### src/hw/rtl/cbd_pkg.sv
// package for the console cpu bus decoder
// route codes, memory map constants and the decode result struct
// no dependencies
`timescale 1ns / 1ps

package cbd_pkg;

  localparam int unsigned RAM_BYTES_DEF = 2048;

  // address window bounds, register addresses, the ppu mirror mask and the pad open-bus value
  localparam logic [15:0] RAM_TOP  = 16'h1FFF;
  localparam logic [15:0] PPU_TOP  = 16'h3FFF;
  localparam logic [15:0] IO_TOP   = 16'h40FF;
  localparam logic [15:0] APU_TOP  = 16'h4013;
  localparam logic [15:0] DMA_ADDR = 16'h4014;
  localparam logic [15:0] APU_STAT = 16'h4015;
  localparam logic [15:0] PAD_ADDR = 16'h4016;
  localparam logic [15:0] APU_FRM  = 16'h4017;
  localparam logic [15:0] PPU_MASK = 16'h0007;
  localparam logic [7:0]  PAD_OPEN = 8'h40;

  // reciprocal shift for the ram mirror reduction
  localparam int unsigned DIV_SHIFT = 26;

  localparam logic CMD_READ  = 1'b0;
  localparam logic CMD_WRITE = 1'b1;

  typedef enum logic [2:0] {
    ROUTE_RAM  = 3'd0,
    ROUTE_PPU  = 3'd1,
    ROUTE_APU  = 3'd2,
    ROUTE_DMA  = 3'd3,
    ROUTE_PAD  = 3'd4,
    ROUTE_CART = 3'd5,
    ROUTE_NONE = 3'd6
  } route_t;

  typedef struct packed {
    route_t      route;
    logic [15:0] raddr;
    logic [7:0]  rdat;
    logic        ram_rd;
    logic        ram_wr;
    logic        pad_wr;
    logic        pad_rd;
  } dec_t;

endpackage

### src/hw/rtl/cbd_decode.sv
// address decoder of the console memory map
// depends on cbd_pkg for route codes, window bounds and dec_t
`timescale 1ns / 1ps

module cbd_decode (
  input  logic              command,
  input  logic [15:0]       address,
  input  logic [7:0]        write_data,
  output cbd_pkg::dec_t     dec
);

  logic wr;

  assign wr = (command == cbd_pkg::CMD_WRITE);

  always_comb begin
    dec.route  = cbd_pkg::ROUTE_NONE;
    dec.raddr  = address;
    dec.rdat   = wr ? write_data : 8'd0;
    dec.ram_rd = 1'b0;
    dec.ram_wr = 1'b0;
    dec.pad_wr = 1'b0;
    dec.pad_rd = 1'b0;
    if (address <= cbd_pkg::RAM_TOP) begin
      dec.route  = cbd_pkg::ROUTE_RAM;
      dec.ram_wr = wr;
      dec.ram_rd = !wr;
    end else if (address <= cbd_pkg::PPU_TOP) begin
      dec.route = cbd_pkg::ROUTE_PPU;
      dec.raddr = address & cbd_pkg::PPU_MASK;
    end else if (address <= cbd_pkg::IO_TOP) begin
      if (wr) begin
        if (address == cbd_pkg::DMA_ADDR) begin
          dec.route = cbd_pkg::ROUTE_DMA;
        end else if (address <= cbd_pkg::APU_TOP || address == cbd_pkg::APU_STAT ||
                     address == cbd_pkg::APU_FRM) begin
          dec.route = cbd_pkg::ROUTE_APU;
        end else if (address == cbd_pkg::PAD_ADDR) begin
          dec.route  = cbd_pkg::ROUTE_PAD;
          dec.pad_wr = 1'b1;
        end
      end else if (address == cbd_pkg::PAD_ADDR) begin
        dec.route  = cbd_pkg::ROUTE_PAD;
        dec.pad_rd = 1'b1;
      end
    end else begin
      dec.route = cbd_pkg::ROUTE_CART;
    end
  end

endmodule

### config.mk
export PLATFORM = sky130hd
export DESIGN_NAME = cbd_decode
export DESIGN_NICKNAME = d
export VERILOG_FILES = /design/src/hw/rtl/cbd_pkg.sv /design/src/hw/rtl/cbd_decode.sv
export SDC_FILE = /design/constraint.sdc
export NUM_CORES = 1
export LEC_CHECK = 0
export BUFFER_PORTS_ARGS = -buffer_cell sky130_fd_sc_hd__clkbuf_2
export CORE_AREA = 2 2 39 41
export DETAILED_ROUTE_END_ITERATION = 6
export DIE_AREA = 0 0 41 43
export GPL_TIMING_DRIVEN = 1
export PLACE_DENSITY_LB_ADDON = 0.3
export SLEW_MARGIN = 20
export SYNTH_ARGS = -nofsm -noshare
export SYNTH_HDL_FRONTEND = slang
export SYNTH_SLANG_ARGS = --single-unit
### constraint.sdc
create_clock -name vclk -period 1.4
set_input_delay 0.14 -clock vclk [all_inputs]
set_output_delay 0.14 -clock vclk [all_outputs]
set_load 0.01 [all_outputs]
==> flow_summary.yaml <==
outcome:
  status: "complete, but fails checks"
  failed_checks: "setup timing"
detailed_routing:
  routed_wl_mm: 1.14
  drc: 0
  viasPerCell: 4.50
  dr.pass1.iters: 4
  drtIter0Drc: 9
  avgRoutedWirePerCell_um: 9.61
  num_vias: 535
  ant_nets: 0
pwr:
  design_power_total_w: 0.000175
  power_per_cell_area_nw_per_um2: 269
  p_leak_nw: 0.364
  ir_drop_mv: 0.121
synthesis:
  syn_nets: 74
  syn_area_um2: 322
  synth_cell_types: 19
  netlist_instances: 49
  ys_seq_area_share_pct: 0
  yosys_warnings: 0
  syn_area_per_cell_um2: 6.56
global_route:
  grt_start_max_net_pins: 13
  track_usage_pct: 11.3
  grt_pass1_wl_mm: 1.52
  grt.overflow.total: 0
  antenna_found_initial: 0
  grt_pass1_vias: 397
critical_path:
  slowest_delay_ns: 0.53
  critical_path_required_ns: 1.26
  crit_chain: "buf_6 > or4_4 > nor4_4 > buf_4 > a41oi_2 > clkbuf_2"
  critPathKind: "input pin to output pin"
  endpoint_kind: "output pin"
  path_delay_family: "simple AND/OR/NAND/NOR gates"
  path_max_fanout: 5
  worstPathArrival_ns: 1.39
  crit_buf_inv: 3
  slowest_stage: "or4_4"
  startpoint_type: "input pin"
timing:
  worst_hold_slack_ns: 0.496
  max_slew_margin_pct: 72.9
  rsz0062_at_grt: "true"
  timing.final.crit_share_pct: 109
  fmaxAchievable_mhz: 655
  setup_ws_ns: -0.126
  setup_viol: 5
  fin_crit_ns: 1.53
  tightest_slew_ns: 0.404
  hold_violations: 0
  slew_viol_final: 0
floorplanning:
  start_util_pct: 23.2
  num_io_pins: 56
  core_um2: 1380
  fp-row-count: 14
  fp.dieW_um: 41
  fp.dieH_um: 43
  dieArea_um2: 1760
layout:
  fin_cells: 119
  drive_above_1_share_pct: 68.9
  area_growth_pct: 102
  num-nets-final: 130
  num-clock-buffers: 0
  register_area_um2: 0
  n_antenna_cell: 0
  n_sequential_cell: 0
placement:
  hpwl_um: 986
  gp_congestion: 0.680
  port_buffers: 56
  dp.cells: 116
  pre_cts_ws_ns: -0.124
run:
  max_cap_violations: 0
worst_hold_path:
  hold_path.class: "input pin to output pin"
==> metrics by stage <==
stage / util [%] / instance area (µm²) / setup TNS, ns
floorplan: - / 322 / 0
global placement: 43.6 / 603 / -0.399
detailed placement: 43.6 / 603 / -0.426
CTS: 44.8 / 621 / -0.344
global route: 46.9 / 649 / -0.663
finish: 46.9 / 649 / -0.396
==> routing by layer <==
| layer | up-vias | part of all wire (%) | global-route usage (%) |
|---|---|---|---|
| li1 | 273 | - | - |
| met3 | 0 | 9.4 | 0 |
| met1 | 231 | 38 | 13.0 |
| met4 | 0 | 0 | 0 |
| met2 | 31 | 53 | 22.5 |
| met5 | - | 0 | 0 |
==> final timing paths <==
path	start	endpoint	slack [ns]	cells after the start
worst max-delay path	address[13]	dec[30]	-0.13	6
worst min-delay path	address[0]	dec[12]	0.50	2
==> synthesized netlist by cell type (all sizes together) <==
master	instances	area, µm²
a31oi	1	6.26
a41oi	1	8.76
and2	10	65.1
and3	1	7.51
buf	3	22.5
clkbuf	5	18.8
inv	1	3.75
nand2b	1	6.26
nand4	2	12.5
nor2	2	7.51
nor2b	12	75.1
nor3	3	15.0
nor3b	2	15.0
nor4	1	21.3
nor4bb	1	10.0
o221ai	1	8.76
or2	1	6.26
or4	1	11.3
==> placed cells by master (no fill, tap or decap) <==
cell,instances
nor4bb_1,1
nor2b_1,12
buf_6,1
nand4_1,2
buf_2,2
and2_2,2
nand2b_1,1
a41oi_2,1
inv_1,1
or4_4,1
and3_2,1
o221ai_1,1
nor3b_2,2
or2_2,1
a31oi_1,1
nor2_1,2
nor3_1,3
and2_1,8
nor4_4,1
clkbuf_2,53
buf_4,6
==> power breakdown <==
group / switching (W) / internal (W) / leakage [nW]
logic: 0.0000850 / 0.0000897 / 0.364
registers: 0 / 0 / 0
clock network: 0 / 0 / 0
==> final cells by class <==
| cell class | count | area [µm²] |
|---|---|---|
| Fill cell | 156 | 734 |
| Inverter | 1 | 3.75 |
| Multi-Input combinational cell | 40 | 294 |
| Tap cell | 16 | 20.0 |
| Timing Repair Buffer | 62 | 332 |
==> logic make-up after synthesis <==
| group | Yosys count | share of synthesized area (%) |
|---|---|---|
| buffers and inverters | 9 | 14.0 |
| AOI/OAI and AO/OA | 3 | 7.40 |
| and+or+nand+nor | 37 | 78.6 |
==> timing repair <==
action                                  4_1_cts  5_1_grt
endpoints found under the setup margin        5        5
setup buffers                                 1        2
resized for setup                             2        4
hold buffers                                  0        0
pin swaps                                     1        0
(Power assumes the default switching activity.)
